===== config.mk =====
export PLATFORM = sky130hd
export DESIGN_NAME = key_value_slot_table
export DESIGN_NICKNAME = d
export VERILOG_FILES = /design/src/design/kvst_pkg.sv /design/src/design/kvst_store.sv /design/src/design/kvst_ctrl.sv /design/src/design/key_value_slot_table.sv
export SDC_FILE = /design/constraint.sdc
export NUM_CORES = 2
export LEC_CHECK = 0
export BUFFER_PORTS_ARGS = -buffer_cell sky130_fd_sc_hd__buf_2
export CAP_MARGIN = 25
export CORE_ASPECT_RATIO = 0.7
export CORE_MARGIN = 2
export CORE_UTILIZATION = 42
export DETAILED_ROUTE_END_ITERATION = 10
export GPL_TIMING_DRIVEN = 1
export PLACE_DENSITY = 0.65
export SYNTH_ARGS = -nofsm -noshare
export SYNTH_HDL_FRONTEND = slang
export SYNTH_SLANG_ARGS = --single-unit

===== constraint.sdc =====
create_clock -name clock -period 8.2 [get_ports clock]
set_clock_uncertainty 0.15 [all_clocks]
set_input_delay 0.41 -clock clock [delete_from_list [all_inputs] [get_ports clock]]
set_output_delay 0.41 -clock clock [all_outputs]
set_load 0.02 [all_outputs]

===== src/design/kvst_pkg.sv =====
// Shared types and constants for the key/value slot table.
// Used by kvst_store, kvst_ctrl, key_value_slot_table and kvst_checker.
package kvst_pkg;

   localparam int SLOTS    = 64;
   localparam int KEY_BITS = 32;
   localparam int SLOT_W   = $clog2(SLOTS);

   // request kind codes
   localparam logic [1:0] KIND_SET    = 2'd0;
   localparam logic [1:0] KIND_GET    = 2'd1;
   localparam logic [1:0] KIND_REMOVE = 2'd2;

   // response status codes
   localparam logic [1:0] STATUS_HIT  = 2'd0;
   localparam logic [1:0] STATUS_NEW  = 2'd1;
   localparam logic [1:0] STATUS_MISS = 2'd2;
   localparam logic [1:0] STATUS_FULL = 2'd3;

   typedef struct packed {
      logic [1:0]  kind;
      logic [31:0] key;
      logic [31:0] value;
   } req_type;

   typedef struct packed {
      logic [1:0]  status;
      logic [31:0] read_value;
   } rsp_type;

   typedef enum logic [1:0] {
      ST_IDLE,
      ST_SCAN,
      ST_DRAIN,
      ST_COMMIT
   } state_type;

   // read port request and registered read data of the slot store
   typedef struct packed {
      logic              en;
      logic [SLOT_W-1:0] idx;
   } rd_req_type;

   typedef struct packed {
      logic                valid;
      logic [SLOT_W-1:0]   idx;
      logic                used;
      logic [KEY_BITS-1:0] key;
      logic [31:0]         value;
   } rd_data_type;

   typedef struct packed {
      logic                key_we;
      logic                val_we;
      logic                used_we;
      logic                used_val;
      logic [SLOT_W-1:0]   idx;
      logic [KEY_BITS-1:0] key;
      logic [31:0]         value;
   } wr_type;

endpackage


===== src/design/kvst_store.sv =====
// Slot storage: key and value memories with registered read, plus occupancy bits.
// Depends on kvst_pkg.
module kvst_store (
   input  logic                 clock,
   input  logic                 reset,
   input  kvst_pkg::rd_req_type rd_req,
   output kvst_pkg::rd_data_type rd_data,
   input  kvst_pkg::wr_type     wr
);
   import kvst_pkg::*;

   logic [KEY_BITS-1:0] key_mem [SLOTS];
   logic [31:0]         val_mem [SLOTS];
   logic [SLOTS-1:0]    used_ff;
   rd_data_type         rd_ff;

   always_ff @(posedge clock) begin
      if (wr.key_we) begin
         key_mem[wr.idx] <= wr.key;
      end
      if (wr.val_we) begin
         val_mem[wr.idx] <= wr.value;
      end
   end

   always_ff @(posedge clock) begin
      if (reset) begin
         used_ff <= '0;
      end else if (wr.used_we) begin
         used_ff[wr.idx] <= wr.used_val;
      end
   end

   always_ff @(posedge clock) begin
      rd_ff.idx   <= rd_req.idx;
      rd_ff.used  <= used_ff[rd_req.idx];
      rd_ff.key   <= key_mem[rd_req.idx];
      rd_ff.value <= val_mem[rd_req.idx];
      if (reset) begin
         rd_ff.valid <= 1'b0;
      end else begin
         rd_ff.valid <= rd_req.en;
      end
   end

   assign rd_data = rd_ff;

endmodule


===== src/design/kvst_ctrl.sv =====
// Scan sequencer with the shared key comparator, commit decision and response register.
// Depends on kvst_pkg; drives the read and write ports of kvst_store.
module kvst_ctrl (
   input  logic                  clock,
   input  logic                  reset,
   input  logic                  req_valid,
   output logic                  req_ready,
   input  kvst_pkg::req_type     req_payload,
   output logic                  rsp_valid,
   input  logic                  rsp_ready,
   output kvst_pkg::rsp_type     rsp_payload,
   output kvst_pkg::rd_req_type  rd_req,
   input  kvst_pkg::rd_data_type rd_data,
   output kvst_pkg::wr_type      wr
);
   import kvst_pkg::*;

   state_type           state_ff, state_in;
   logic [1:0]          kind_ff;
   logic [KEY_BITS-1:0] key_ff;
   logic [31:0]         value_ff;
   logic [SLOT_W-1:0]   addr_ff;
   logic                hit_found_ff;
   logic [SLOT_W-1:0]   hit_idx_ff;
   logic [31:0]         hit_val_ff;
   logic                free_found_ff;
   logic [SLOT_W-1:0]   free_idx_ff;
   logic                rsp_valid_ff;
   rsp_type             rsp_ff, rsp_in;
   wr_type              wr_plan;
   logic                accept;
   logic                commit_go;
   logic                last_addr;
   logic                cmp_hit;
   logic                cmp_free;

   assign accept    = req_valid && req_ready;
   assign commit_go = (state_ff == ST_COMMIT) && (!rsp_valid_ff || rsp_ready);
   assign last_addr = (addr_ff == SLOT_W'(SLOTS - 1));

   // shared comparator: one slot per cycle, first match and first free slot win
   assign cmp_hit  = rd_data.valid && rd_data.used && (rd_data.key == key_ff) && !hit_found_ff;
   assign cmp_free = rd_data.valid && !rd_data.used && !free_found_ff;

   always_comb begin
      state_in = state_ff;
      unique case (state_ff)
         ST_IDLE: begin
            if (accept) begin
               state_in = ST_SCAN;
            end
         end
         ST_SCAN: begin
            if (last_addr) begin
               state_in = ST_DRAIN;
            end
         end
         ST_DRAIN: begin
            state_in = ST_COMMIT;
         end
         ST_COMMIT: begin
            if (commit_go) begin
               state_in = ST_IDLE;
            end
         end
         default: begin
            state_in = ST_IDLE;
         end
      endcase
   end

   // decide the store update and the response from the scan result
   always_comb begin
      wr_plan        = '0;
      wr_plan.idx    = hit_idx_ff;
      wr_plan.key    = key_ff;
      wr_plan.value  = value_ff;
      rsp_in         = '0;
      rsp_in.status  = STATUS_MISS;
      case (kind_ff)
         KIND_SET: begin
            if (hit_found_ff) begin
               wr_plan.val_we = 1'b1;
               rsp_in.status  = STATUS_HIT;
            end else if (free_found_ff) begin
               wr_plan.idx      = free_idx_ff;
               wr_plan.key_we   = 1'b1;
               wr_plan.val_we   = 1'b1;
               wr_plan.used_we  = 1'b1;
               wr_plan.used_val = 1'b1;
               rsp_in.status    = STATUS_NEW;
            end else begin
               rsp_in.status = STATUS_FULL;
            end
         end
         KIND_GET: begin
            if (hit_found_ff) begin
               rsp_in.status     = STATUS_HIT;
               rsp_in.read_value = hit_val_ff;
            end
         end
         KIND_REMOVE: begin
            if (hit_found_ff) begin
               wr_plan.used_we = 1'b1;
               rsp_in.status   = STATUS_HIT;
            end
         end
         default: begin
            rsp_in.status = STATUS_MISS;
         end
      endcase
   end

   always_comb begin
      req_ready  = 1'b0;
      rd_req.en  = 1'b0;
      rd_req.idx = addr_ff;
      wr         = wr_plan;
      wr.key_we  = 1'b0;
      wr.val_we  = 1'b0;
      wr.used_we = 1'b0;
      unique case (state_ff)
         ST_IDLE: begin
            req_ready = 1'b1;
         end
         ST_SCAN: begin
            rd_req.en = 1'b1;
         end
         ST_DRAIN: begin
            rd_req.en = 1'b0;
         end
         ST_COMMIT: begin
            wr.key_we  = wr_plan.key_we && commit_go;
            wr.val_we  = wr_plan.val_we && commit_go;
            wr.used_we = wr_plan.used_we && commit_go;
         end
         default: begin
            req_ready = 1'b0;
         end
      endcase
   end

   always_ff @(posedge clock) begin
      if (reset) begin
         state_ff <= ST_IDLE;
      end else begin
         state_ff <= state_in;
      end
   end

   always_ff @(posedge clock) begin
      if (accept) begin
         kind_ff  <= req_payload.kind;
         key_ff   <= req_payload.key[KEY_BITS-1:0];
         value_ff <= req_payload.value;
      end
   end

   always_ff @(posedge clock) begin
      if (accept) begin
         addr_ff <= '0;
      end else if (state_ff == ST_SCAN) begin
         addr_ff <= addr_ff + SLOT_W'(1);
      end
   end

   always_ff @(posedge clock) begin
      if (reset) begin
         hit_found_ff  <= 1'b0;
         free_found_ff <= 1'b0;
      end else if (accept) begin
         hit_found_ff  <= 1'b0;
         free_found_ff <= 1'b0;
      end else begin
         if (cmp_hit) begin
            hit_found_ff <= 1'b1;
         end
         if (cmp_free) begin
            free_found_ff <= 1'b1;
         end
      end
   end

   always_ff @(posedge clock) begin
      if (cmp_hit) begin
         hit_idx_ff <= rd_data.idx;
         hit_val_ff <= rd_data.value;
      end
      if (cmp_free) begin
         free_idx_ff <= rd_data.idx;
      end
   end

   // hold the response until taken; the next request may start meanwhile
   always_ff @(posedge clock) begin
      if (reset) begin
         rsp_valid_ff <= 1'b0;
      end else if (commit_go) begin
         rsp_valid_ff <= 1'b1;
      end else if (rsp_ready) begin
         rsp_valid_ff <= 1'b0;
      end
   end

   always_ff @(posedge clock) begin
      if (commit_go) begin
         rsp_ff <= rsp_in;
      end
   end

   assign rsp_valid   = rsp_valid_ff;
   assign rsp_payload = rsp_ff;

endmodule


===== src/design/key_value_slot_table.sv =====
// Top level of the key/value slot table.
// Depends on kvst_pkg, kvst_store and kvst_ctrl.
//
// Usage:
//   req_valid/req_ready/req_payload carry one transaction: kind (set, get,
//   remove), key and value. rsp_valid/rsp_ready/rsp_payload return exactly
//   one transaction per request: status (hit, inserted, miss, full) and
//   read_value (stored value on a get hit, otherwise zero).
//   Each request scans all SLOTS slots, one slot per cycle through a single
//   key comparator fed by the registered read port of the slot memories,
//   then compares the last slot in the drain step and writes in the commit
//   step. req_ready stays low from accept through the commit and is high
//   again the cycle after the commit, so a new request is taken only once
//   the last one has committed. The response sits in an output register;
//   a new request is accepted while it waits. If the receiver still stalls
//   when the next commit is due, the block holds in the commit step until
//   rsp_ready frees the register. Reset clears the occupancy bits, the
//   sequencer and rsp_valid at once; key and value memories are not
//   cleared and need no clearing pass.
module key_value_slot_table (
   input  logic              clock,
   input  logic              reset,
   input  logic              req_valid,
   output logic              req_ready,
   input  kvst_pkg::req_type req_payload,
   output logic              rsp_valid,
   input  logic              rsp_ready,
   output kvst_pkg::rsp_type rsp_payload
);
   import kvst_pkg::*;

   rd_req_type  rd_req;
   rd_data_type rd_data;
   wr_type      wr;

   kvst_ctrl u_ctrl (
      .clock       (clock),
      .reset       (reset),
      .req_valid   (req_valid),
      .req_ready   (req_ready),
      .req_payload (req_payload),
      .rsp_valid   (rsp_valid),
      .rsp_ready   (rsp_ready),
      .rsp_payload (rsp_payload),
      .rd_req      (rd_req),
      .rd_data     (rd_data),
      .wr          (wr)
   );

   kvst_store u_store (
      .clock   (clock),
      .reset   (reset),
      .rd_req  (rd_req),
      .rd_data (rd_data),
      .wr      (wr)
   );

endmodule


Word level (Yosys, flattened, before mapping) --
Memories as Yosys holds them, arrays and structs flattened. A register that Yosys moved wholly into a read port is not among the register bits. Cells that the tools add are included.
Storage, ports and cells: register bits 227, bits in writable memories 4096, input bits 70, word-level logic and storage cells 86, memories kept 2
Cells by class: $add $sub $neg 1, magnitude comparators 3, equal/unequal tests 10, muxes and demuxes 31, reduce and logical (&&, ||, !) cells 22
Memory list:
- u_store.key_mem | words 64, bits a word 32, read ports 1, clocked after memory_dff 1, wr ports 1, line kvst_store.sv:12 | logic [KEY_BITS-1:0] key_mem [SLOTS];
- u_store.val_mem | words 64, bits a word 32, read ports 1, clocked after memory_dff 1, wr ports 1, line kvst_store.sv:13 | logic [31:0] val_mem [SLOTS];
Operator list (count):
- 64-bit bitwise mux | 1
- 34-bit 2-to-1 mux | 1
- 32-bit equality test | 1
- 6-bit by 7-bit < comparator with 1-bit output (second input constant) | 2
- 2-bit 2-to-1 mux | 7
- 1-bit 2-to-1 mux | 13
- 1-bit logical AND | 11
- 10-bit 2-to-1 mux | 1
- 8-bit 2-to-1 mux | 1
- 2-bit case mux with 4 select lines | 1
- 7-bit 2-to-1 mux | 1
- 6-bit by 1-bit adder with 6-bit output (second input constant) | 1
- 1-bit binary-select mux with 6-bit select | 1
- 1-bit demux with 6-bit select | 1
- 2-bit equality test (second input constant) | 3
- 6-bit equality test (second input constant) | 1
- 6-bit by 1-bit >= comparator with 1-bit output (second input constant) | 1
- 2-bit by 1-bit inequality test with 1-bit output (second input constant) | 3
- 2-bit case mux with 3 select lines | 1
- 2-bit by 1-bit equality test with 1-bit output (second input constant) | 2
- 1-bit zero test | 4
- 2-bit zero test | 2
- 3-bit 2-to-1 mux | 1
- 3-bit AND reduction | 1
- other kinds (5) | 5

Longest topological paths before layout --
word-level depth 8, mapped depth 11

By module --
From an unflattened synthesis, not the netlist that was laid out.
Unflattened totals: cell total of the unflattened synthesis 7254, area total of the unflattened synthesis 165199.7 um^2
By module, submodules not included:
- kvst_store | times used 1, cells each 6951, area an instance 159639.4 um^2
- kvst_ctrl | times used 1, cells each 303, area an instance 5560.3 um^2

Worst setup path after synthesis --
OpenSTA, ideal clock, no wires.
path type register -> register, from register u_ctrl.key_ff[5], to register u_ctrl.hit_idx_ff[0], enable pin, library setup time 532 ps, arrival time 5437 ps, data required time 7518 ps, setup slack 2081 ps, cell stages (with the launch flop) 5, clock period less this slack 6119 ps, cells stage by stage edfxtp_1 -> xnor2_1 -> nand4_1 -> or3_1 -> nor4_1
Between the ends: longest elaborated chain between the ends 3
RTL lines:
- start, declared | line kvst_ctrl.sv:20 | logic [KEY_BITS-1:0] key_ff;
- start signal, assigned | line kvst_ctrl.sv:154 | key_ff <= req_payload.key[KEY_BITS-1:0];
- 32-bit equality test | line kvst_ctrl.sv:42 | assign cmp_hit = rd_data.valid && rd_data.used && (rd_data.key == key_ff) && !hit_found_ff;
- 1-bit logical AND (2 in a row) | line kvst_ctrl.sv:42
- via u_ctrl.cmp_hit | line kvst_ctrl.sv:34 | logic cmp_hit;
- end signal, assigned | line kvst_ctrl.sv:186 | hit_idx_ff <= rd_data.idx;
- end, declared | line kvst_ctrl.sv:24 | logic [SLOT_W-1:0] hit_idx_ff;
The timed path passes the listed nets, and every way through them passes these cells. A chain may end at the register's enable or synchronous reset.

Worst setup path in the final report --
from register u_ctrl.kind_ff[1], to memory u_store.key_mem[21][20], enable pin
Between the ends: longest elaborated chain between the ends 6, elaborated cells on any way between the ends 7, classes of those cells mux (5); reduce/logical (2)
RTL lines:
- start, declared | line kvst_ctrl.sv:19 | logic [1:0] kind_ff;
- start signal, assigned | line kvst_ctrl.sv:153 | kind_ff <= req_payload.kind;
- 2-bit zero test (*) | line kvst_ctrl.sv:80 | case (kind_ff)
- 2-bit 2-to-1 mux | line kvst_ctrl.sv:80
- 1-bit logical AND | line kvst_ctrl.sv:133 | wr.key_we = wr_plan.key_we && commit_go;
- 3-bit 2-to-1 mux | line kvst_ctrl.sv:122 | unique case (state_ff)
- 1-bit 2-to-1 mux | line kvst_store.sv:18 | if (wr.key_we) begin
- 1-bit 2-to-1 mux (not written as such) | line kvst_store.sv:19 | key_mem[wr.idx] <= wr.key;
- end, declared | line kvst_store.sv:12
Mark *: on every way between the ends. The rest lies on a longest branch, timed or not.

==> results by group <==
Yosys
  – Post-Synthesis Cells: 7581
  – Synth warn: 0
  – Syn avg cell area: 21.9 µm²
  – Asr flop ratio synth: 0
  – Post-Syn Area: 166000 µm²
  – Post-Syn Nets: 7656
  – Sequential area share after synthesis: 0.783
  – Library cells used by synthesis: 57
  – Seq cells post-synth: 4387
  – Synth Flop Type: edfxtp_1
  – Post-synth EDFFs: 4240

Critical path
  – Worst Setup End Kind: flop
  – Flop-to-flop setup slack: 3.18 ns
  – Critical Path RT: 8.58 ns
  – CP Launch Type: flop
  – CP Max Fanout: 84
  – Kind of critical path: flop to flop
  – R2r startpoint: u_ctrl.kind_ff[1]$_DFFE_PP_
  – CP Capture Point: u_store.key_mem[21][20]$_DFFE_PP_
  – Worst reg2reg path depth: 6
  – Worst EP arrival: 5.39 ns
  – Critical R2R Capture: u_store.key_mem[21][20]$_DFFE_PP_
  – Setup crit start: u_ctrl.kind_ff[1]$_DFFE_PP_

Placement
  – Port Buffer Count: 105
  – DP HPWL: 282 mm
  – Inst Count DP: 12900
  – Placer Congestion: 0.878

Power
  – Leakage dissipation: 57.7 nW
  – VDD IR max: 0.000232 V
  – Pwr/cell area: 295 nW/µm²

STA
  – Hold slack: 0.0278 ns
  – Fin crit share: 0.612
  – Worst slew pin tran: 1.50 ns
  – Final count of negative-setup-slack endpoints: 0
  – Final count of hold timing violations: 0
  – FMAX: 199 MHz
  – Final Slew Violations: 0
  – Setup TNS: 0 ns
  – Final worst path period need: 5.02 ns
  – RSZ-0062 raised after global routing: false
  – Slew margin rel.: 0.00270

Route
  – Wire length per cell: 34.0 µm
  – WL final: 466 mm
  – Starting DRT DRC Count: 14500
  – DR vias: 84500
  – Vias per inst: 6.16
  – Routed Antenna Nets: 0
  – Met3 routed WL: 72.6 mm
  – DRT Pass-1 Iters: 9
  – Max Used Layer: met5
  – WL met2: 197 mm
  – M1 WL: 185 mm
  – DRC viols: 0

Floorplanning
  – Core box area: 395000 µm²
  – IO Count: 106
  – Die H: 530 µm
  – # rows: 193
  – Die ar.: 401000 µm²
  – Initial Util: 0.421
  – Die width: 756 µm

Clock network
  – Clk slew on worst S/H paths: 0.07 ns
  – Postcts setup bufs: 0
  – Clk_lat worst skew: 0.93 ns
  – TritonCTS buffer count: 389
  – CTS root buf: clkbuf_16
  – CTS sink cnt: 4387
  – Worst-case clock buffer depth: 4
  – H-Tree Depth: 5
  – Post-CTS resize count: 0
  – CTS tree: yes

Finish
  – Layout Nets: 8202
  – Cell Count, Final, Fillers Out: 13700
  – Ratio of cells with drive above 1 in the final layout: 0.273
  – Synthesis-to-layout area growth: 14.5%
  – Final core occ: 0.482

GRT
  – Antenna violations before repair: 55
  – Tot GR Track Use: 0.228
  – First-pass GRT wire length: 645 mm
  – Largest net degree at the start of global routing: 145
  – Gr ovfl total: 0
  – Vias in the first global route: 81600

Job
  – Max-cap violations: 0

Run status
  – Status: completed

Worst hold path
  – HP Class: primary input to flop
[state kept, by name (all words and copies together), names as in the netlist, 32 cells and up]
signal and cells:
u_store.val_mem 2048, u_ctrl.hit_val_ff 32, u_store.key_mem 2048, u_ctrl.value_ff 32, u_ctrl.key_ff 32, u_store.rd_data 72, u_store.used_ff 64, u_ctrl.rsp_payload 34
[what timing repair did]
action                                  in CTS  in global routing
hold endpoints to repair                   111                  0
endpoints found under the setup margin       0                  0
hold buffers                               102                  0
[layout make-up]
class                      count  area [µm²]
timing repair buffer         597        5600
antenna                       17        42.5
clock inverter               235        2490
inverter                      12        47.5
sequential                  4387      130000
clock buffer                 470       10400
fill                       31400      204000
multi-input combinational   2740       34900
tap                         5265        6590
[layout by cell type, fill, tap and decap left out, types with 17 or more instances in the layout]
cell and n:
a211o_1 20, diode_2 17, dfxtp_1 141, nand4_1 21, clkbuf_1 56, nor3_1 26
a222oi_1 41, buf_4 284, xor2_1 26, nand3_1 30, o21ai_0 61, o221ai_1 65
o311ai_1 23, clkinv_1 68, clkbuf_8 19, a21oi_1 52, or3b_1 18, nor2_4 122
a211oi_1 55, nand2_1 136, dlygate4sd3_1 102, o22ai_1 99, and2_1 49, mux4_2 929
a21o_1 24, buf_12 61, o32ai_1 19, a22o_1 61, edfxtp_1 4240, clkbuf_16 395
nor4_1 35, buf_2 115, bufinv_16 47, mux2i_1 281, nor2_1 154, mux2_2 114
clkinv_2 78, a22oi_1 153
[logic make-up (layout without fill, tap and decap cells)]
family                     Yosys count  after routing  share of synthesized area
and+or+nand+nor                    657            657                     0.0185
buffers and inverters              454           1314                     0.0132
AOI/OAI and AO/OA                  714            714                     0.0318
muxes                             1328           1328                      0.151
other                                0             17                          0
xor gates and xnor gates            36             36                    0.00190
adders and majority gates            5              5                   0.000376
DFF                               4387           4387                      0.783
[through the flow]
stage / cell area, µm² / setup slack [ns] / total power [mW]
final: 190000 / 3.18 / 56.1
after global placement: 175000 / 2.85 / 37.4
after floorplan: 166000 / 2.08 / 33.8
after detailed placement: 176000 / 3.27 / 37.7
after global routing: 190000 / 3.09 / 57.7
after CTS: 190000 / 3.30 / 56.2
[cells in the mapped netlist, drive strengths merged, types with 54 or more instances]
| cell | number | area (µm²) |
|---|---|---|
| dfxtp | 147 | 2940 |
| nand2 | 141 | 529 |
| mux2i | 284 | 2840 |
| a22oi | 153 | 1150 |
| a22o | 61 | 534 |
| o221ai | 65 | 569 |
| and2 | 54 | 338 |
| clkbuf | 211 | 792 |
| buf | 231 | 1370 |
| mux4 | 929 | 20900 |
| nor2 | 277 | 1040 |
| o22ai | 105 | 657 |
| o21ai | 70 | 350 |
| a211oi | 62 | 465 |
| edfxtp | 4240 | 127000 |
| mux2 | 115 | 1290 |
[worst min-delay path by stage]
| stage | slack [ns] | cells past startpoint | from | endpoint |
|---|---|---|---|---|
| final | 0.03 | 3 | rsp_ready | u_ctrl.rsp_valid$_SDFFE_PP0P_ |
| after global routing | 0.01 | 3 | rsp_ready | u_ctrl.rsp_valid$_SDFFE_PP0P_ |
| after global placement | 0.24 | 0 | u_store.rd_data[1]$_DFF_P_ | u_ctrl.hit_val_ff[1]$_DFFE_PP_ |
| after CTS | 0.0008 | 3 | rsp_ready | u_ctrl.rsp_valid$_SDFFE_PP0P_ |
| after floorplan | 0.21 | 0 | u_ctrl.addr_ff[1]$_SDFFE_PP0P_ | u_store.rd_data[66]$_DFF_P_ |
| after detailed placement | 0.24 | 0 | u_store.rd_data[31]$_DFF_P_ | u_ctrl.hit_val_ff[31]$_DFFE_PP_ |
[layer usage]
metal	global-route usage	vias up
li1	-	33100
met3	0.0888	618
met1	0.336	45000
met2	0.319	5751
met5	0	-
met4	0.0526	20
[worst max-delay path: stages, from the launching register on]
cell and delay, ns:
edfxtp_1 0.53, nor4b_4 0.32, buf_4 0.79, and3_1 0.63, nand4b_1 0.82, nand2b_1 0.54
inv_2 0.73
[where the power goes]
part / switching (mW) / internal [mW]
sequential: 0.340 / 26.1
clock: 8.22 / 10.5
combinational: 6.66 / 4.30
total: 15.2 / 40.9
Power figures use the tool's default switching activity.
